$ cat config.mk
export PLATFORM = sky130hd
export DESIGN_NAME = fpid_datapath
export DESIGN_NICKNAME = d
export VERILOG_FILES = /design/src/rtl/fpid_pkg.sv /design/src/rtl/fpid_datapath.sv
export SDC_FILE = /design/constraint.sdc
export NUM_CORES = 2
export LEC_CHECK = 0
export BUFFER_PORTS_ARGS = -buffer_cell sky130_fd_sc_hd__buf_2
export CORE_ASPECT_RATIO = 1.2
export CORE_MARGIN = 1
export CORE_UTILIZATION = 60
export DETAILED_ROUTE_END_ITERATION = 8
export GPL_TIMING_DRIVEN = 1
export PLACE_DENSITY = 0.82
export SYNTH_ARGS = -nofsm -noshare
export SYNTH_HDL_FRONTEND = slang
export SYNTH_SLANG_ARGS = --single-unit
$ cat constraint.sdc
create_clock -name clk -period 10 [get_ports clk]
set_clock_uncertainty 0.05 [all_clocks]
set_input_delay 0.5 -clock clk [delete_from_list [all_inputs] [get_ports clk]]
set_output_delay 0.5 -clock clk [all_outputs]
set_load 0.01 [all_outputs]
$ cat src/rtl/fpid_pkg.sv
// shared widths, register indexes, reset values and command types for the filtered pid core
package fpid_pkg;

  localparam int SMP_W      = 12;  // sample field width
  localparam int SM_W       = 28;  // smoothed value, unsigned q12.16
  localparam int ERR_W      = 29;  // error, signed q12.16
  localparam int DIFF_W     = 30;  // error difference
  localparam int ISUM_W     = 31;  // integral sum, signed q14.16
  localparam int ALPHA_W    = 17;
  localparam int GAIN_W     = 32;
  localparam int MA_W       = 33;  // multiplier operand a, signed
  localparam int MB_W       = 30;  // multiplier operand b, signed
  localparam int PROD_W     = MA_W + MB_W;
  localparam int TOT_W      = 48;
  localparam int DRIVE_W    = 13;
  localparam int FRAC_W     = 16;
  localparam int CFG_IDX_W  = 3;
  localparam int CFG_DATA_W = 32;

  localparam int DEF_SAMPLE_BITS  = 12;
  localparam int DEF_OUTPUT_LIMIT = 4096;

  // register indexes
  localparam logic [CFG_IDX_W-1:0] CFG_SP_SMOOTH = 3'd0;
  localparam logic [CFG_IDX_W-1:0] CFG_MV_SMOOTH = 3'd1;
  localparam logic [CFG_IDX_W-1:0] CFG_PROP_GAIN = 3'd2;
  localparam logic [CFG_IDX_W-1:0] CFG_INT_GAIN  = 3'd3;
  localparam logic [CFG_IDX_W-1:0] CFG_DER_GAIN  = 3'd4;

  localparam logic [ALPHA_W-1:0] RST_SP_SMOOTH = 17'd22;
  localparam logic [ALPHA_W-1:0] RST_MV_SMOOTH = 17'd5958;
  localparam logic [GAIN_W-1:0]  RST_PROP_GAIN = 32'd327680;
  localparam logic [GAIN_W-1:0]  RST_INT_GAIN  = 32'd2147484;
  localparam logic [GAIN_W-1:0]  RST_DER_GAIN  = 32'd0;

  localparam logic [ALPHA_W-1:0] ALPHA_ONE = 17'h10000;

  // multiplier operand selects
  localparam logic [2:0] MUL_SP = 3'd0;
  localparam logic [2:0] MUL_MV = 3'd1;
  localparam logic [2:0] MUL_I  = 3'd2;
  localparam logic [2:0] MUL_P  = 3'd3;
  localparam logic [2:0] MUL_D  = 3'd4;

  typedef struct packed {
    logic       load_in;
    logic       mul_en;
    logic [2:0] mul_sel;
    logic       upd_sp;
    logic       upd_mv;
    logic       ld_err;
    logic       ld_ediff;
    logic       upd_int;
    logic       ld_total;
    logic       ld_out;
  } cmd_t;

endpackage

$ cat src/rtl/fpid_datapath.sv
// config registers, filter and pid state, shared multiplier and output register
module fpid_datapath #(
  parameter int SAMPLE_BITS  = fpid_pkg::DEF_SAMPLE_BITS,
  parameter int OUTPUT_LIMIT = fpid_pkg::DEF_OUTPUT_LIMIT
) (
  input  logic                            clk,
  input  logic                            rst_n,
  input  logic                            cfg_we,
  input  logic [fpid_pkg::CFG_IDX_W-1:0]  cfg_index,
  input  logic [fpid_pkg::CFG_DATA_W-1:0] cfg_data,
  input  logic [fpid_pkg::SMP_W-1:0]      in_setpoint,
  input  logic [fpid_pkg::SMP_W-1:0]      in_measured,
  input  fpid_pkg::cmd_t                  cmd,
  output logic [fpid_pkg::DRIVE_W-1:0]    drive
);
  import fpid_pkg::*;

  localparam logic [SMP_W-1:0] SAMPLE_MASK =
    (SAMPLE_BITS >= SMP_W) ? {SMP_W{1'b1}} : SMP_W'((1 << SAMPLE_BITS) - 1);
  localparam logic signed [PROD_W-1:0] HALF16 = {{(PROD_W-16){1'b0}}, 16'h8000};
  localparam logic signed [PROD_W-1:0] HALF32 = {{(PROD_W-32){1'b0}}, 32'h8000_0000};
  localparam logic signed [31:0] ILIM = 32'sd536870912;
  localparam logic signed [TOT_W-1:0] LIMIT_Q = TOT_W'(OUTPUT_LIMIT) << FRAC_W;
  localparam logic [DRIVE_W-1:0] DRIVE_LIM = DRIVE_W'(OUTPUT_LIMIT);

  logic [ALPHA_W-1:0] alpha_sp_r, alpha_mv_r;
  logic [GAIN_W-1:0]  kp_r, ki_r, kd_r;

  logic [SMP_W-1:0]               sp_r, mv_r;
  logic [SM_W-1:0]                ssp_r, smv_r;
  logic signed [ERR_W-1:0]        e_r, prev_r;
  logic signed [DIFF_W-1:0]       ediff_r;
  logic signed [ISUM_W-1:0]       isum_r, isum_nxt;
  logic signed [PROD_W-1:0]       prod_r, prod_nxt;
  logic signed [TOT_W-1:0]        total_r, total_nxt, tot_fin;
  logic [DRIVE_W-1:0]             drive_r, drive_nxt;

  logic [ALPHA_W-1:0]      a_sp, a_mv;
  logic signed [ERR_W-1:0] d_sp, d_mv, e_nxt;
  logic signed [MA_W-1:0]  ma;
  logic signed [MB_W-1:0]  mb;
  logic signed [PROD_W-1:0] rnd16, rnd32;
  logic signed [31:0]      isum_sum;
  logic [SM_W-1:0]         ssp_nxt, smv_nxt;
  logic [ERR_W-1:0]        ssp_sum, smv_sum;

  // config writes
  always_ff @(posedge clk) begin
    if (!rst_n) begin
      alpha_sp_r <= RST_SP_SMOOTH;
      alpha_mv_r <= RST_MV_SMOOTH;
      kp_r       <= RST_PROP_GAIN;
      ki_r       <= RST_INT_GAIN;
      kd_r       <= RST_DER_GAIN;
    end else if (cfg_we) begin
      unique case (cfg_index)
        CFG_SP_SMOOTH: alpha_sp_r <= cfg_data[ALPHA_W-1:0];
        CFG_MV_SMOOTH: alpha_mv_r <= cfg_data[ALPHA_W-1:0];
        CFG_PROP_GAIN: kp_r <= cfg_data;
        CFG_INT_GAIN:  ki_r <= cfg_data;
        CFG_DER_GAIN:  kd_r <= cfg_data;
        default: ;
      endcase
    end
  end

  always_comb begin
    // coefficient above one acts as one
    a_sp = alpha_sp_r[ALPHA_W-1] ? ALPHA_ONE : alpha_sp_r;
    a_mv = alpha_mv_r[ALPHA_W-1] ? ALPHA_ONE : alpha_mv_r;
    d_sp = $signed({1'b0, sp_r, {FRAC_W{1'b0}}}) - $signed({1'b0, ssp_r});
    d_mv = $signed({1'b0, mv_r, {FRAC_W{1'b0}}}) - $signed({1'b0, smv_r});

    case (cmd.mul_sel)
      MUL_SP: begin
        ma = $signed({{(MA_W-ALPHA_W){1'b0}}, a_sp});
        mb = $signed({d_sp[ERR_W-1], d_sp});
      end
      MUL_MV: begin
        ma = $signed({{(MA_W-ALPHA_W){1'b0}}, a_mv});
        mb = $signed({d_mv[ERR_W-1], d_mv});
      end
      MUL_I: begin
        ma = $signed({1'b0, ki_r});
        mb = $signed({e_r[ERR_W-1], e_r});
      end
      MUL_P: begin
        ma = $signed({1'b0, kp_r});
        mb = $signed({e_r[ERR_W-1], e_r});
      end
      MUL_D: begin
        ma = $signed({1'b0, kd_r});
        mb = ediff_r;
      end
      default: begin
        ma = '0;
        mb = '0;
      end
    endcase
    prod_nxt = PROD_W'(ma) * PROD_W'(mb);

    // round half up, then floor
    rnd16 = (prod_r + HALF16) >>> FRAC_W;
    rnd32 = (prod_r + HALF32) >>> 32;

    ssp_sum = {1'b0, ssp_r} + rnd16[ERR_W-1:0];
    smv_sum = {1'b0, smv_r} + rnd16[ERR_W-1:0];
    ssp_nxt = ssp_sum[SM_W-1:0];
    smv_nxt = smv_sum[SM_W-1:0];
    e_nxt   = $signed({1'b0, ssp_r}) - $signed({1'b0, smv_r});

    isum_sum = $signed({isum_r[ISUM_W-1], isum_r}) + $signed(rnd32[31:0]);
    if (ki_r == '0) begin
      isum_nxt = '0;
    end else if (isum_sum > ILIM) begin
      isum_nxt = ISUM_W'(ILIM);
    end else if (isum_sum < -ILIM) begin
      isum_nxt = ISUM_W'(-ILIM);
    end else begin
      isum_nxt = isum_sum[ISUM_W-1:0];
    end

    total_nxt = $signed({{(TOT_W-ISUM_W){isum_r[ISUM_W-1]}}, isum_r})
              + $signed(rnd16[TOT_W-1:0]);
    tot_fin   = total_r + $signed(rnd16[TOT_W-1:0]);

    if (tot_fin > LIMIT_Q) begin
      drive_nxt = DRIVE_LIM;
    end else if (tot_fin < 0) begin
      drive_nxt = '0;
    end else begin
      drive_nxt = tot_fin[FRAC_W +: DRIVE_W];
    end
  end

  // loop state
  always_ff @(posedge clk) begin
    if (!rst_n) begin
      ssp_r  <= '0;
      smv_r  <= '0;
      isum_r <= '0;
      prev_r <= '0;
    end else begin
      if (cmd.upd_sp) begin
        ssp_r <= ssp_nxt;
      end
      if (cmd.upd_mv) begin
        smv_r <= smv_nxt;
      end
      if (cmd.upd_int) begin
        isum_r <= isum_nxt;
      end
      if (cmd.ld_total) begin
        prev_r <= e_r;
      end
    end
  end

  // working registers
  always_ff @(posedge clk) begin
    if (cmd.load_in) begin
      sp_r <= in_setpoint & SAMPLE_MASK;
      mv_r <= in_measured & SAMPLE_MASK;
    end
    if (cmd.mul_en) begin
      prod_r <= prod_nxt;
    end
    if (cmd.ld_err) begin
      e_r <= e_nxt;
    end
    if (cmd.ld_ediff) begin
      ediff_r <= $signed({e_r[ERR_W-1], e_r}) - $signed({prev_r[ERR_W-1], prev_r});
    end
    if (cmd.ld_total) begin
      total_r <= total_nxt;
    end
    if (cmd.ld_out) begin
      drive_r <= drive_nxt;
    end
  end

  assign drive = drive_r;

  a_isum_bounded: assert property (@(posedge clk) disable iff (!rst_n)
    ($signed({isum_r[ISUM_W-1], isum_r}) <= ILIM) &&
    ($signed({isum_r[ISUM_W-1], isum_r}) >= -ILIM))
    else $error("integral sum outside saturation bounds");

endmodule

## Word-level counts from Yosys, hierarchy flattened

Index checks and enable logic that the tools add are counted.

- Flip-flop bits (word level): 453
- Output and inout port bits: 13
- Bits of input ports: 74

- Mux-type cells: 8
- Multipliers: 1
- Equal/unequal tests: 8
- Reduce and logical (&&, ||, !) cells: 10
- Add/sub/neg operators: 11
- Magnitude comparators: 4

Operator list:

| cell | count |
|---|---|
| case mux 32 bit (5 select lines) | 1 |
| case mux 30 bit (4 select lines) | 1 |
| 2-to-1 mux 31 bit | 3 |
| subtractor 28 x 28 -> 29 bit | 3 |
| adder 63 x 17 -> 63 bit, second input constant | 1 |
| adder 63 x 33 -> 63 bit, second input constant | 1 |
| multiplier 33 x 30 -> 63 bit | 1 |
| adder 28 bit | 2 |
| adder 31 x 47 -> 48 bit | 1 |
| adder 48 x 47 -> 48 bit | 1 |
| greater-than comparator 48 x 30 -> 1 bit, second input constant | 1 |
| < comparator 48 x 1 -> 1 bit, second input constant | 1 |
| 2-to-1 mux 17 bit | 2 |
| adder 31 x 31 -> 32 bit | 1 |
| greater-than comparator 32 x 31 -> 1 bit, second input constant | 1 |
| logical NOT 32 bit | 1 |
| < comparator 32 x 30 -> 1 bit, second input constant | 1 |
| subtractor 29 x 29 -> 30 bit | 1 |
| 2-to-1 mux 13 bit | 1 |
| == test 3 x 2 -> 1 bit, second input constant | 4 |
| AND reduction 2 bit | 5 |
| == test 3 x 1 -> 1 bit, second input constant | 2 |
| == test 3 bit, second input constant | 2 |
| logical NOT 3 bit | 2 |
| OR reduction 2 bit | 2 |

## Longest topological paths before layout

- Depth in word-level cells: 6
- Depth in mapped cells: 41
- Depth with buffers taken out: 40

## Least setup slack after synthesis

No wires, ideal clock.

- Kind: register -> register
- From: register ssp_r[1]
- To: register prod_r[58], data pin
- Required time: 9,688 ps
- Cell stages (with the launch flop): 38
- Arrival: 9,352 ps
- Path buffers: 1
- Slack: 336 ps
- Path through: dfxtp_1 -> inv_1 -> ha_1 -> or4b_4 -> nor3_2 -> a31o_1 -> a21oi_2 -> o21ai_1 -> a221o_1 -> a211o_1 -> xor2_1 -> a222oi_1 -> o21ai_2 -> buf_2 -> nand2_1 -> fa_1 -> fa_1 -> inv_1 -> [... 2 more ...] -> fa_1 -> fa_1 -> fa_1 -> inv_1 -> fa_1 -> inv_1 -> ha_1 -> a21oi_1 -> nor2b_1 -> o21ai_0 -> nand2b_1 -> a221oi_1 -> a31oi_1 -> nor3_2 -> o21bai_2 -> a31oi_1 -> o21bai_1 -> xor2_1

- Cells in the longest elaborated chain, start to end: 3

Ends and longest elaborated chain:

| item | RTL line | text |
|---|---|---|
| start: declaration | fpid_datapath.sv:30 | `logic [SM_W-1:0] ssp_r, smv_r;` |
| start signal: assignment | fpid_datapath.sv:145 | `ssp_r <= ssp_nxt;` |
| subtractor 28 x 28 -> 29 bit | fpid_datapath.sv:71 | `d_sp = $signed({1'b0, sp_r, {FRAC_W{1'b0}}}) - $signed({1'b0, ssp_r});` |
| case mux 30 bit (4 select lines) | fpid_datapath.sv:74 | `case (cmd.mul_sel)` |
| multiplier 33 x 30 -> 63 bit | fpid_datapath.sv:100 | `prod_nxt = PROD_W'(ma) * PROD_W'(mb);` |
| named net prod_nxt[58] | fpid_datapath.sv:34 | `logic signed [PROD_W-1:0] prod_r, prod_nxt;` |
| end signal: assignment | fpid_datapath.sv:166 | `prod_r <= prod_nxt;` |
| end: declaration | fpid_datapath.sv:34 |  |

The timed path passes the listed nets, and every way through them passes these cells.
A chain may end at the register's enable or synchronous reset.

## Worst setup path after layout

- From: register smv_r[1]
- To: register prod_r[47], data pin

- Cells in the longest elaborated chain, start to end: 3

Ends and longest elaborated chain:

| item | RTL line | text |
|---|---|---|
| start: declaration | fpid_datapath.sv:30 |  |
| start signal: assignment | fpid_datapath.sv:148 | `smv_r <= smv_nxt;` |
| subtractor 28 x 28 -> 29 bit | fpid_datapath.sv:72 | `d_mv = $signed({1'b0, mv_r, {FRAC_W{1'b0}}}) - $signed({1'b0, smv_r});` |
| case mux 30 bit (4 select lines) | fpid_datapath.sv:74 |  |
| multiplier 33 x 30 -> 63 bit | fpid_datapath.sv:100 |  |
| named net prod_nxt[47] | fpid_datapath.sv:34 |  |

The timed path passes the listed nets, and every way through them passes these cells.

==> impl_metrics.py <==
metrics = {
    "global_route": {
        "grt_first_pass_wirelength_um": 295000,
        "track_usage": 0.367,
        "grt_max_degree": 92,
        "antenna_found_initial": 5,
        "grt_pass1_vias": 53400,
        "grt_overflow": 0,
    },
    "finish": {
        "drive_gt1_frac": 0.0776,
        "nFillCells": 8209,
        "fin_util": 0.660,
        "multi_input_area_um2": 46000,
        "fin_cells": 8599,
        "area_growth_pct": 8.74,
        "regArea_um2": 10700,
        "layout.nets": 8653,
    },
    "yosys": {
        "netlist_area_um2": 61600,
        "yosys_warnings": 0,
        "synthCells": 7087,
        "syn_nets": 8551,
        "synth.distinct_cells": 111,
        "synth_edf_count": 192,
        "ys_ff_latch": 438,
        "synth-main-ff-cell": "dfxtp_1",
        "ys_seq_area_frac": 0.174,
        "syn_area_per_cell_um2": 8.69,
        "async_reset_ff_frac": 0,
    },
    "setup_path": {
        "crit_family": "adder cells",
        "crit_fanout": 12,
        "cp.arrival_ns": 10.07,
        "cp-end-kind": "flip-flop",
        "path_class": "reg -> reg",
        "r2r-end": "prod_r[47]",
        "cp-start-kind": "flip-flop",
        "rrSetupSlack_ns": 0.26,
        "crit_buf_inv": 5,
        "crit_required_ns": 10.32,
        "r2r_start": "smv_r[1]",
        "slowest_delay_ns": 0.56,
        "rr_worst_depth": 36,
        "critPathLaunch": "smv_r[1]",
        "slowest_stage": "fa_1",
        "crit_top_cell": "fa_1",
    },
    "floorplanning": {
        "dieArea_um2": 104000,
        "die_h_um": 353,
        "coreArea_um2": 102000,
        "initial_core_util": 0.606,
        "num_rows": 128,
        "pin_count": 87,
        "die_w_um": 294,
    },
    "drt": {
        "drt.antenna.violating_nets": 0,
        "wire_per_inst_um": 22.0,
        "wl_um": 189000,
        "viasPerCell": 6.06,
        "vias": 52100,
        "drtIter0Drc": 4777,
        "firstDrtPassIters": 6,
        "drcViolationCount": 0,
    },
    "min_path": {
        "worstHoldStart": "cfg_data[20]",
        "hold_path_class": "in -> reg",
        "hold_path_end": "ki_r[20]",
        "holdPathStages": 3,
    },
    "sta": {
        "worst_slew_pin_slew_ns": 1.04,
        "finalHoldViolations": 0,
        "timing.hold.ws_ns": 0.0630,
        "fin_crit_ns": 9.74,
        "clock.fmax_ghz": 0.103,
        "drv_slew": 0,
        "relSlewSlack": 0.299,
        "fin_ws_ns": 0.258,
        "setup_viol_count_final": 0,
        "post-route-period-util": 0.974,
    },
    "clocking": {
        "cts_buffer_depth": 3,
        "clockRootBuffer": "clkbuf_16",
        "numCtsBuffers": 51,
        "clk_pin_slew_ns": 0.06,
        "h-tree-depth": 2,
        "cts_tree": "done",
        "clkLatencyLatePin_ns": 0.67,
        "clock-sinks": 438,
    },
    "placed_design": {
        "dp.cells": 8459,
        "pre_cts_slack_ns": 0.0392,
        "routabilityCongestion": 1.05,
        "dpl.hpwl_um": 153000,
        "port_buffers": 86,
    },
    "power": {
        "p_leak_uw": 0.0326,
        "power_density_nw_per_um2": 271,
        "ir_drop_uv": 188,
    },
    "job": {
        "maxCapViolations": 0,
    },
    "run_status": {
        "status": "completed",
    },
}
==> kinds of logic after synthesis <==
logic type | count (synthesis) | synth area share
AND/OR/NAND/NOR | 2213 | 0.159
buffers and inverters | 1405 | 0.0865
adder cells (fa/ha/maj) | 1390 | 0.385
AO/OA/AOI/OAI | 1178 | 0.127
flip-flops | 438 | 0.174
XOR/XNOR | 359 | 0.0514
multiplexers | 104 | 0.0172
==> repair_timing <==
item,4_1_cts,5_1_grt
gates resized for setup,0,50
setup endpoints to repair,0,21
hold buffers,24,0
buffers inserted,0,16
endpoints found under the hold margin,24,0
==> worst reg2reg max path, delay by kind of cell, from the launching register on <==
family | cells | cell delay [ns]
buffers and inverters | 5 | 0.53
adders and majority gates | 10 | 4.34
AOI/OAI and AO/OA | 14 | 2.81
and+or+nand+nor | 6 | 1.36
DFF | 1 | 0.32
xor gates and xnor gates | 1 | 0.10
==> metal layers <==
metal | track usage | up-vias | share of wire
met1 | 0.452 | 25400 | 0.37
li1 | - | 23300 | -
met3 | 0.0646 | 646 | 0.096
met2 | 0.600 | 2712 | 0.46
met5 | 0 | - | 0.00060
met4 | 0.219 | 4 | 0.070
==> cell usage in the layout (no fill, tap or decap), types with 15 or more instances in the layout <==
cell and count:
nand2_1 1232, inv_1 1090, fa_1 843, ha_1 546, nor2_1 395, a21oi_1 364
dfxtp_1 245, xnor2_1 243, buf_4 229, edfxtp_1 192, a21o_1 166, o21ai_0 139
xor2_1 113, nand3_1 109, mux2i_1 96, buf_2 85, and2_1 83, a31oi_1 70
nor3_1 60, nand2b_1 55, clkbuf_16 51, nand4_1 48, and3_1 43, o21bai_1 41
o21a_1 36, a22o_1 34, nor2b_1 33, a211oi_1 30, o21ai_2 26, a221o_1 24
dlygate4sd3_1 24, nor4_1 23, o31ai_1 23, or3_1 21, buf_12 17, o211ai_1 16
and4_1 15, o21ai_1 15
==> synth_stat cells (114+ instances only) <==
cell type / count / area [um^2]
fa_1: 843 / 16900
o21ai_0: 151 / 756
inv_1: 1091 / 4100
edfxtp_1: 192 / 5770
xnor2_1: 243 / 2130
ha_1: 547 / 6840
dfxtp_1: 246 / 4920
a21oi_1: 366 / 1830
xor2_1: 114 / 998
a21o_1: 166 / 1250
clkbuf_1: 282 / 1060
nand2_1: 1233 / 4630
nor2_1: 396 / 1490
==> power by group <==
group / switching, uW / internal, uW / leakage [uW] / total (uW)
logic: 7850 / 5290 / 0.0278 / 13100
registers: 450 / 2660 / 0.00390 / 3110
clock network: 814 / 1100 / 0.000821 / 1920
==> layout make-up <==
cell class | count | share of cell area
multi-input combinational | 5246 | 0.686
sequential | 438 | 0.160
inverter | 1092 | 0.0613
timing repair buffer | 360 | 0.0416
tap | 1365 | 0.0255
clock buffer | 63 | 0.0203
clock inverter | 31 | 0.00514
antenna | 4 | 0.000149
==> registers in the layout, indices dropped and copies added (netlist names), 13 cells and up <==
register	flops
prod_r	48
total_r	48
kd_r	32
ki_r	32
kp_r	32
isum_r	31
ediff_r	30
e_r	29
prev_r	29
smv_r	28
ssp_r	28
alpha_mv_r	17
alpha_sp_r	17
drive	13
==> worst max-delay path by stage <==
stage / end / slack [ns] / cells past startpoint
finish: prod_r[47] / 0.26 / 36
global route: prod_r[62] / -0.08 / 39
CTS: prod_r[47] / 0.009 / 36
detailed placement: prod_r[47] / 0.04 / 31
global placement: prod_r[47] / 0.16 / 36
floorplan: prod_r[58] / 0.34 / 37
==> metrics by stage <==
| step | setup TNS, ns | power (uW) | area, um^2 |
|---|---|---|---|
| after floorplan | 0 | 11900 | 61600 |
| after global placement | 0 | 15400 | 64600 |
| after detailed placement | 0 | 15700 | 64600 |
| after CTS | 0 | 17700 | 66600 |
| after global routing | -0.225 | 19500 | 67000 |
| final | 0 | 18200 | 67000 |
No activity file was read; power rests on OpenSTA's default activity.
