`src/rtl/fpid_pkg.sv`:
```
// shared widths, register indexes, reset values and command types for the filtered pid core
package fpid_pkg;

  localparam int SMP_W      = 12;  // sample field width
  localparam int SM_W       = 28;  // smoothed value, unsigned q12.16
  localparam int ERR_W      = 29;  // error, signed q12.16
  localparam int DIFF_W     = 30;  // error difference
  localparam int ISUM_W     = 31;  // integral sum, signed q14.16
  localparam int ALPHA_W    = 17;
  localparam int GAIN_W     = 32;
  localparam int MA_W       = 33;  // multiplier operand a, signed
  localparam int MB_W       = 30;  // multiplier operand b, signed
  localparam int PROD_W     = MA_W + MB_W;
  localparam int TOT_W      = 48;
  localparam int DRIVE_W    = 13;
  localparam int FRAC_W     = 16;
  localparam int CFG_IDX_W  = 3;
  localparam int CFG_DATA_W = 32;

  localparam int DEF_SAMPLE_BITS  = 12;
  localparam int DEF_OUTPUT_LIMIT = 4096;

  // register indexes
  localparam logic [CFG_IDX_W-1:0] CFG_SP_SMOOTH = 3'd0;
  localparam logic [CFG_IDX_W-1:0] CFG_MV_SMOOTH = 3'd1;
  localparam logic [CFG_IDX_W-1:0] CFG_PROP_GAIN = 3'd2;
  localparam logic [CFG_IDX_W-1:0] CFG_INT_GAIN  = 3'd3;
  localparam logic [CFG_IDX_W-1:0] CFG_DER_GAIN  = 3'd4;

  localparam logic [ALPHA_W-1:0] RST_SP_SMOOTH = 17'd22;
  localparam logic [ALPHA_W-1:0] RST_MV_SMOOTH = 17'd5958;
  localparam logic [GAIN_W-1:0]  RST_PROP_GAIN = 32'd327680;
  localparam logic [GAIN_W-1:0]  RST_INT_GAIN  = 32'd2147484;
  localparam logic [GAIN_W-1:0]  RST_DER_GAIN  = 32'd0;

  localparam logic [ALPHA_W-1:0] ALPHA_ONE = 17'h10000;

  // multiplier operand selects
  localparam logic [2:0] MUL_SP = 3'd0;
  localparam logic [2:0] MUL_MV = 3'd1;
  localparam logic [2:0] MUL_I  = 3'd2;
  localparam logic [2:0] MUL_P  = 3'd3;
  localparam logic [2:0] MUL_D  = 3'd4;

  typedef struct packed {
    logic       load_in;
    logic       mul_en;
    logic [2:0] mul_sel;
    logic       upd_sp;
    logic       upd_mv;
    logic       ld_err;
    logic       ld_ediff;
    logic       upd_int;
    logic       ld_total;
    logic       ld_out;
  } cmd_t;

endpackage

```
`src/rtl/fpid_ctrl.sv`:
```
// sequencer that steps one sample word through the shared multiplier
module fpid_ctrl (
  input  logic           clk,
  input  logic           rst_n,
  input  logic           in_valid,
  output logic           in_ready,
  output logic           out_valid,
  input  logic           out_ready,
  output fpid_pkg::cmd_t cmd
);
  import fpid_pkg::*;

  localparam logic [3:0] ST_IDLE = 4'd0;
  localparam logic [3:0] ST_MSP  = 4'd1;
  localparam logic [3:0] ST_MMV  = 4'd2;
  localparam logic [3:0] ST_UMV  = 4'd3;
  localparam logic [3:0] ST_ERR  = 4'd4;
  localparam logic [3:0] ST_MI   = 4'd5;
  localparam logic [3:0] ST_MP   = 4'd6;
  localparam logic [3:0] ST_MD   = 4'd7;
  localparam logic [3:0] ST_FIN  = 4'd8;

  logic [3:0] state_r, state_nxt;
  logic       out_valid_r, out_valid_nxt;
  logic       out_free;

  assign in_ready  = (state_r == ST_IDLE);
  assign out_valid = out_valid_r;
  assign out_free  = !out_valid_r || out_ready;

  always_comb begin
    cmd           = '0;
    state_nxt     = state_r;
    out_valid_nxt = out_valid_r && !out_ready;
    unique case (state_r)
      ST_IDLE: begin
        cmd.load_in = in_valid;
        if (in_valid) begin
          state_nxt = ST_MSP;
        end
      end
      ST_MSP: begin
        cmd.mul_en  = 1'b1;
        cmd.mul_sel = MUL_SP;
        state_nxt   = ST_MMV;
      end
      ST_MMV: begin
        cmd.mul_en  = 1'b1;
        cmd.mul_sel = MUL_MV;
        cmd.upd_sp  = 1'b1;
        state_nxt   = ST_UMV;
      end
      ST_UMV: begin
        cmd.upd_mv = 1'b1;
        state_nxt  = ST_ERR;
      end
      ST_ERR: begin
        cmd.ld_err = 1'b1;
        state_nxt  = ST_MI;
      end
      ST_MI: begin
        cmd.mul_en   = 1'b1;
        cmd.mul_sel  = MUL_I;
        cmd.ld_ediff = 1'b1;
        state_nxt    = ST_MP;
      end
      ST_MP: begin
        cmd.mul_en  = 1'b1;
        cmd.mul_sel = MUL_P;
        cmd.upd_int = 1'b1;
        state_nxt   = ST_MD;
      end
      ST_MD: begin
        cmd.mul_en   = 1'b1;
        cmd.mul_sel  = MUL_D;
        cmd.ld_total = 1'b1;
        state_nxt    = ST_FIN;
      end
      ST_FIN: begin
        // wait here while the previous drive word is still unclaimed
        if (out_free) begin
          cmd.ld_out    = 1'b1;
          out_valid_nxt = 1'b1;
          state_nxt     = ST_IDLE;
        end
      end
      default: begin
        state_nxt = ST_IDLE;
      end
    endcase
  end

  always_ff @(posedge clk) begin
    if (!rst_n) begin
      state_r     <= ST_IDLE;
      out_valid_r <= 1'b0;
    end else begin
      state_r     <= state_nxt;
      out_valid_r <= out_valid_nxt;
    end
  end

  a_accept_starts: assert property (@(posedge clk) disable iff (!rst_n)
    (in_valid && in_ready) |=> (state_r == ST_MSP))
    else $error("accepted word did not start the sequence");

  a_fin_holds: assert property (@(posedge clk) disable iff (!rst_n)
    (state_r == ST_FIN && out_valid_r && !out_ready) |=> (state_r == ST_FIN))
    else $error("result overwrote an unclaimed drive word");

  a_valid_from_fin: assert property (@(posedge clk) disable iff (!rst_n)
    $rose(out_valid_r) |-> ($past(state_r) == ST_FIN))
    else $error("drive word raised outside the final step");

endmodule

```
`config.mk`:
```
export PLATFORM = sky130hd
export DESIGN_NAME = fpid_ctrl
export DESIGN_NICKNAME = d
export VERILOG_FILES = /design/src/rtl/fpid_pkg.sv /design/src/rtl/fpid_ctrl.sv
export SDC_FILE = /design/constraint.sdc
export NUM_CORES = 1
export LEC_CHECK = 0
export BUFFER_PORTS_ARGS = -buffer_cell sky130_fd_sc_hd__buf_4
export CAP_MARGIN = 20
export CORE_AREA = 2 2 39 41
export DETAILED_ROUTE_END_ITERATION = 8
export DIE_AREA = 0 0 41 43
export MAX_ROUTING_LAYER = met4
export PLACE_DENSITY = 0.61
export REMOVE_ABC_BUFFERS = 1
export SLEW_MARGIN = 20
export SYNTH_ARGS = -nofsm -noshare
export SYNTH_HDL_FRONTEND = slang
export SYNTH_SLANG_ARGS = --single-unit
```
`constraint.sdc`:
```
create_clock -name clk -period 1.8 [get_ports clk]
set_clock_uncertainty 0.05 [all_clocks]
set_input_delay 0.18 -clock clk [delete_from_list [all_inputs] [get_ports clk]]
set_output_delay 0.18 -clock clk [all_outputs]
set_load 0.05 [all_outputs]
```
=== Word-level counts from Yosys, hierarchy flattened ===
Cells that the tools add are included.

* Reduce and logical (&&, ||, !) cells: 6
* Multiplexer cells: 15
* Equal/unequal tests: 10

{| class="wikitable"
|+ Operators with widths
! kind !! number
|-
| case mux 4 bit (9 select lines) || 1
|-
| case mux 4 bit (5 select lines) || 1
|-
| equality test 4 x 3 -> 1 bit, second input constant || 4
|-
| 2-to-1 mux 1 bit || 11
|-
| equality test 4 x 2 -> 1 bit, second input constant || 2
|-
| 2-to-1 mux 4 bit || 2
|-
| equality test 4 x 1 -> 1 bit, second input constant || 1
|-
| equality test 4 bit, second input constant || 1
|-
| logical NOT 4 bit || 1
|-
| != test 2 bit, second input constant || 2
|-
| logical NOT 1 bit || 2
|-
| AND reduction 2 bit || 1
|-
| logical AND 1 bit || 1
|-
| logical OR 1 bit || 1
|}

* Output and inout bits: 14
* Bits of input ports: 4
* Register bits after elaboration: 5

=== Longest topological paths before layout ===
Gate-level depths: netlist (run 1).

* Depth after elaboration: 4
* Gate-level depth with buffers: 4

=== Worst setup path before layout (run 1) ===
No wires, ideal clock.

* Path type: reg2out
* Start: register state_r[3]
* End: output cmd[8] in the netlist's numbering
* Setup slack: -1,135 ps
* Data arrival time: 2,705 ps
* Cell stages (with the launch flop): 5
* Path through: dfxtp_1 -> buf_6 -> nor3b_1 -> and2_1 -> or2_1

{| class="wikitable"
|+ RTL lines
! what !! RTL line !! source
|-
| start: declaration || fpid_ctrl.sv:23 || <nowiki>logic [3:0] state_r, state_nxt;</nowiki>
|-
| start signal: assignment || fpid_ctrl.sv:98 || <nowiki>state_r <= state_nxt;</nowiki>
|-
| end: declaration || fpid_ctrl.sv:9 || <nowiki>output fpid_pkg::cmd_t cmd</nowiki>
|}

==> results of run 1 <==
layer usage:
| layer | routed length (um) | vias up | global-route usage [%] |
|---|---|---|---|
| li1 | - | 166 | - |
| met1 | 315 | 138 | 12.0 |
| met2 | 313 | 9 | 12.5 |
| met3 | 51 | 0 | 3.14 |
| met4 | 0 | 0 | 2.00 |
| met5 | 0 | - | - |
state kept, by name (all words and copies together), names as in the netlist:
name and flops:
out_valid 1, state_r 4
stage by stage:
stage | setup TNS, ns | cells | util (%)
after floorplan | -5.03 | 34 | -
final | 0 | 72 | 37.0
after global routing | 0 | 72 | 37.0
after CTS | 0 | 72 | 36.6
after detailed placement | 0 | 68 | 34.5
after global placement | 0 | 68 | 34.5
synthesized netlist by cell type (all sizes together):
cell	number
nor4bb	1
buf	4
and4b	2
nor2	4
xnor2	1
dfxtp	5
nor4	1
or2	1
and2b	1
nand2	2
nand2b	1
o21a	1
nor3b	2
a21oi	1
xor2	1
nor2b	3
and2	2
nor4b	2
nor3	3
critical path, stage by stage, from the launching register on:
cell	delay (ns)
sky130_fd_sc_hd__dfxtp_1	0.55
sky130_fd_sc_hd__nor3b_2	0.11
sky130_fd_sc_hd__and2_1	0.18
sky130_fd_sc_hd__or2_1	0.20
sky130_fd_sc_hd__buf_4	0.19
layout make-up:
class	instances	share of cell area, %
well taps	16	3.91
multi-input cells	29	44.5
repair buffers	18	26.4
flip-flops and latches	5	20.0
clock buffers	4	5.13
power by group through the flow:
stage	clock network [W]	logic (W)	registers (W)
finish	0.000127	0.000207	0.000153
global route	0.000140	0.000218	0.000157
CTS	0.000132	0.000208	0.000153
detailed placement	0	0.000208	0.000154
global placement	0	0.000208	0.000152
floorplan	0	0.000149	0.000149
logic make-up after synthesis:
| kind of cell | count (synthesis) |
|---|---|
| buffers and inverters | 4 |
| AND/OR/NAND/NOR | 25 |
| XOR/XNOR | 2 |
| flip-flops | 5 |
| AO/OA/AOI/OAI | 2 |
how the worst max path moves through the flow:
stage                           from  endpoint  slack (ns)  cells after the start
after CTS                 state_r[3]    cmd[8]        0.08                      4
after detailed placement  state_r[1]    cmd[8]        0.23                      4
after global routing      state_r[3]    cmd[8]       0.009                      4
after global placement    state_r[0]    cmd[8]        0.29                      4
after floorplan           state_r[1]    cmd[8]       -1.29                      3
final                     state_r[3]    cmd[8]        0.10                      4
==> run summary, run 1 <==
DETAILED ROUTING
-------------------------------------------------------------------------------------------------
Detail-routed net length per standard cell                                                9.44 um
Total via count after detailed routing                                                        313
DR vias/cell                                                                                 4.35
DRT Wirelength                                                                             680 um
Post-detailed-route count of antenna-violating nets                                             0
Number of DRC markers after the initial detailed-route iteration                                6
Remaining DRCs                                                                                  0
Number of detailed-route iterations in the first pass                                           2

CLOCKING
-------------------------------------------------------------------------------------------------
# resized after CTS                                                                             2
Number of buffers inserted by hold repair at cts                                                0
CTS tree                                                                                     done
Clock slew at reported path FFs                                                           0.04 ns
Number of post-CTS setup repair buffers                                                         0
Clock root buffer                                                                    sky130_fd_sc_hd__clkbuf_4
CTS max path bufs                                                                               2
Latest clock arrival within the worst-skew pair                                           0.23 ns
CTS H-tree lvls                                                                                 1
CTS sink count                                                                                  5
Total CTS buffers                                                                               3

LOGIC SYNTHESIS
-------------------------------------------------------------------------------------------------
Area fraction in and, or, nand and nor cells after synthesis                                53.5%
Post-synthesis compound-gate area fraction                                                  3.47%
Dominant combinational cell family by area after synthesis                           simple AND/OR/NAND/NOR gates
Adder-cell share of the synthesized area                                                       0%
Average size of a mapped cell                                                           9.48 um^2
Post-synth top area cell                                                             sky130_fd_sc_hd__dfxtp_1
Post-synth design cell area                                                              360 um^2
Area share of the largest cell type after synthesis                                         27.8%
Cell count after synthesis                                                                     38
Number of distinct library cell variants in the gate-level netlist after synthesis             22
Seq/Total Area, Yosys                                                                       27.8%
XOR/XNOR share of the synthesized area                                                      4.86%
Yosys synthesis warning count                                                                   0
Number of register bits inferred by synthesis                                                   5
Share of cell area taken by muxes after synthesis                                              0%
Area contributors post-synth                                                         sky130_fd_sc_hd__dfxtp_1, sky130_fd_sc_hd__nor4b_4, sky130_fd_sc_hd__buf_6

PLACED DESIGN
-------------------------------------------------------------------------------------------------
Worst slack at placement                                                                 0.232 ns
Estimated wirelength of the detail-placed design                                           526 um
IO buf count                                                                                   17
Global placement routability congestion                                                     0.629
Cell Area, Placed                                                                        478 um^2

LAYOUT
-------------------------------------------------------------------------------------------------
Most frequent standard cell in the layout excluding fill and tap cells               sky130_fd_sc_hd__buf_4
Area taken by multi-input logic gates                                                    228 um^2
Layout-stage area growth over the synthesis result                                          42.0%
Final-stage net count                                                                          61
Number of fill cells                                                                          139
Area occupied by registers                                                               103 um^2
Most used cells in the layout excluding fill and tap cells                           sky130_fd_sc_hd__buf_4, sky130_fd_sc_hd__nor2_1
Share of final-layout standard cells stronger than drive strength 1                         48.2%
Fin area                                                                                 512 um^2
Total inserted antenna cells                                                                    0

DIE
-------------------------------------------------------------------------------------------------
Core Box Area                                                                        0.00138 mm^2
Count of boundary I/O pins                                                                     18
Chip height                                                                                 43 um
Std-Cell Rows                                                                                  14
Overall die area                                                                     0.00176 mm^2
Die outline width                                                                           41 um
Effective utilization at floorplan                                                          26.0%

TIMING
-------------------------------------------------------------------------------------------------
Worst hold slack after final layout                                                      0.118 ns
Finish-stage setup viols                                                                        0
Actual slew at the worst max-slew pin                                                    0.459 ns
Final cycle utilization of the critical path                                                94.2%
Final Worst Setup Slack                                                                  0.105 ns
Worst-case headroom to the max-slew limit                                                   69.3%
Min Tclk post-route                                                                       1.70 ns
Max-slew violation count                                                                        0
FMAX                                                                                    0.590 GHz
Final-report hold violation count                                                               0
Unrepaired setup endpoints after global routing                                                no

POWER AND IR DROP
-------------------------------------------------------------------------------------------------
Total Power                                                                            0.000487 W
Internal power                                                                         0.000281 W
Areal power density over the cells                                                    952 mW/mm^2
Power share of the sequential group                                                         31.5%
Net switching power of the design                                                      0.000207 W
Switching Fraction                                                                          42.4%
Clock network power share                                                                   26.0%
Combinational share of power                                                                42.5%
Maximum vdd ir drop                                                                        395 uV
Leak                                                                                     0.236 nW

CRITICAL PATH
-------------------------------------------------------------------------------------------------
Worst r2r src                                                                          state_r[3]
R2R depth                                                                                       3
Startpoint-to-endpoint class of the critical path                                    flop to primary output
Kind of start point of the critical path                                                     flop
WP data arrival                                                                           1.47 ns
Sort of element at the end of the critical path                                      primary output
Data required time of the critical path                                                   1.57 ns
Largest fanout of any net on the critical path                                                 10
Flop2flop setup slack                                                                     0.55 ns
Worst R2R End                                                                          state_r[3]

HOLD PATH
-------------------------------------------------------------------------------------------------
Min-Delay Path Depth                                                                            2
HP Start                                                                                    rst_n
Worst hold-check path type                                                           primary input to flop
Hold Crit Endpoint                                                                      out_valid

GLOBAL ROUTING
-------------------------------------------------------------------------------------------------
Largest net degree at the start of global routing                                              13
Global-route congestion overflow total                                                          0
Global-route wire length before repair                                                    1060 um
Number of antenna violations at the first check in global routing                               0
Total routing resource utilization after global routing                                     8.87%
Vias in the first global route                                                                282

FLOW RUN
-------------------------------------------------------------------------------------------------
Max-cap violations                                                                              0

RUN STATUS
-------------------------------------------------------------------------------------------------
Result of the run                                                                       completed

Power figures use the tool's default switching activity.
==> run 2: changes to the inputs <==
Settings changed: PLACE_DENSITY 0.61 to default.
==> run 2 against run 1 <==
Fmax rose by 2.3%. Critical path depth did not move. Critical endpoint unchanged. Highest routed layer unchanged. Power rose by 1.4%.
==> run summary, run 2 (synthesized netlist as in run 1, its figures left out) <==
RUN STATUS
-------------------------------------------------------------------------------------
Result of the run                                                           completed

DIE
-------------------------------------------------------------------------------------
Effective utilization at floorplan                                              26.0%   unchanged
Std-Cell Rows                                                                      14   unchanged
Overall die area                                                         0.00176 mm^2   unchanged
Core Box Area                                                            0.00138 mm^2   unchanged
Die outline width                                                               41 um   unchanged
Count of boundary I/O pins                                                         18   unchanged
Chip height                                                                     43 um   unchanged

CLOCKING
-------------------------------------------------------------------------------------
CTS tree                                                                         done
Clock slew at reported path FFs                                               0.04 ns   about the same
Number of buffers inserted by hold repair at cts                                    0   unchanged
Total CTS buffers                                                                   3   unchanged
Clock root buffer                                                        sky130_fd_sc_hd__clkbuf_4
CTS sink count                                                                      5   unchanged
CTS H-tree lvls                                                                     1   unchanged
CTS max path bufs                                                                   2   unchanged
Latest clock arrival within the worst-skew pair                               0.24 ns   about the same

PLACED DESIGN
-------------------------------------------------------------------------------------
Global placement routability congestion                                         0.661   +5.0%
IO buf count                                                                       17   unchanged
Estimated wirelength of the detail-placed design                               544 um   +3.5%
Cell Area, Placed                                                            485 um^2   +1.6%

CRITICAL PATH
-------------------------------------------------------------------------------------
Sort of element at the end of the critical path                          primary output
Largest fanout of any net on the critical path                                     11   +1
Delay of the slowest cell on the worst path                                   0.60 ns   +0.05 ns
Slowest library cell on the worst path                                   sky130_fd_sc_hd__dfxtp_1
WP data arrival                                                               1.43 ns   -0.04 ns
Worst r2r src                                                              state_r[2]
Startpoint of the most critical setup path                                 state_r[2]
Cell family with the largest share of critical-path delay                  flip-flops
Data required time of the critical path                                       1.57 ns   about the same
Cells along the critical path                                            nand2_1 > nor3_1 > or2_1 > buf_4
Startpoint-to-endpoint class of the critical path                        flop to primary output
Number of buffers and inverters on the critical path                                1   unchanged
Kind of start point of the critical path                                         flop

LAYOUT
-------------------------------------------------------------------------------------
Fin area                                                                     520 um^2   +1.7%
Layout-stage area growth over the synthesis result                              44.4%
Flip-flop count of the largest register after layout                                4   unchanged
Most used cells in the layout excluding fill and tap cells               sky130_fd_sc_hd__buf_4, sky130_fd_sc_hd__nor2_1
Share of final-layout standard cells stronger than drive strength 1             50.9%   +2.7 points
Top register by number of flip-flops                                          state_r
Total inserted antenna cells                                                        0   unchanged
Final-stage net count                                                              62   +1.6%
Most frequent standard cell in the layout excluding fill and tap cells   sky130_fd_sc_hd__buf_4
Number of fill cells                                                              155   +12%

HOLD PATH
-------------------------------------------------------------------------------------
HP Start                                                                        rst_n
Worst hold-check path type                                               primary input to flop

TIMING
-------------------------------------------------------------------------------------
Worst-case headroom to the max-slew limit                                       69.4%   about the same
FMAX                                                                        0.604 GHz   +2.3%
Unrepaired setup endpoints after global routing                                    no
Final-report hold violation count                                                   0   unchanged
Min Tclk post-route                                                           1.66 ns   -0.0386 ns
Finish-stage setup viols                                                            0   unchanged
Final cycle utilization of the critical path                                    92.0%   -2.1 points
Max-slew violation count                                                            0   unchanged
Actual slew at the worst max-slew pin                                        0.458 ns   -0.000896 ns

POWER AND IR DROP
-------------------------------------------------------------------------------------
Leak                                                                         0.241 nW   +2.4%
Areal power density over the cells                                        950 mW/mm^2   -0.27%
Maximum vdd ir drop                                                            420 uV   +6.1%
Total Power                                                                0.000494 W   +1.4%

DETAILED ROUTING
-------------------------------------------------------------------------------------
Number of detailed-route iterations in the first pass                               3   +1
DR vias/cell                                                                     4.45   +2.4%
Detail-routed net length per standard cell                                    9.74 um   +3.1%
Post-detailed-route count of antenna-violating nets                                 0   unchanged
DRT Wirelength                                                                 711 um   +4.6%
Remaining DRCs                                                                      0   unchanged
Total via count after detailed routing                                            325   +3.8%
Number of DRC markers after the initial detailed-route iteration                    5   -1

GLOBAL ROUTING
-------------------------------------------------------------------------------------
Number of antenna violations at the first check in global routing                   0   unchanged
Vias in the first global route                                                    242   -14%
Largest net degree at the start of global routing                                  12   -1
Total routing resource utilization after global routing                         9.28%   +0.41 points
Global-route congestion overflow total                                              0   unchanged
Global-route wire length before repair                                        1040 um   -2.0%

FLOW RUN
-------------------------------------------------------------------------------------
Max-cap violations                                                                  0   unchanged

run 2: worst paths after layout:
check,slack (ns),depth (start not counted),endpoint
max,0.14,4,cmd[8]
min,0.11,2,out_valid
max reg2reg,0.55,3,state_r[3]
min reg2reg,0.52,1,state_r[0]
run 2: metal layers:
layer / GRT usage, % / part of all wire (%) / vias to the layer above
li1: - / - / 168
met1: 12.3 / 46 / 147
met2: 10.6 / 47 / 10
met3: 3.14 / 7.0 / 0
met4: 8.00 / 0 / 0
met5: - / 0 / -
run 2: through the flow:
| stage | setup TNS [ns] | utilization (%) | hold WS [ns] | instances | setup slack [ns] |
|---|---|---|---|---|---|
| 2_1_floorplan | -5.03 | - | 0.248 | 34 | -1.29 |
| 3_3_place_gp | 0 | 35.1 | 0.361 | 69 | 0.282 |
| 3_5_place_dp | 0 | 35.1 | 0.360 | 69 | 0.238 |
| 4_1_cts | 0 | 37.1 | 0.107 | 73 | 0.0817 |
| 5_1_grt | 0 | 37.6 | 0.119 | 73 | 0.0238 |
| 6_report | 0 | 37.6 | 0.112 | 73 | 0.143 |
run 2: final cells by class:
cell class / count / area (um^2) / area share (%)
well taps: 16 / 20.0 / 3.85
clock buffers: 4 / 26.3 / 5.05
repair buffers: 19 / 143 / 27.4
flip-flops and latches: 5 / 104 / 20.0
multi-input cells: 29 / 228 / 43.7
run 2: where the power goes:
group	internal (W)	switching (W)
clock	0.0000837	0.0000443
sequential	0.000122	0.0000284
combinational	0.0000789	0.000137
run 2: timing repair:
item | in CTS | in global routing
pin swaps | 0 | 0
endpoints found under the hold margin | 0 | 0
gates resized for setup | 1 | 3
buffers inserted | 0 | 0
setup endpoints to repair | 1 | 2
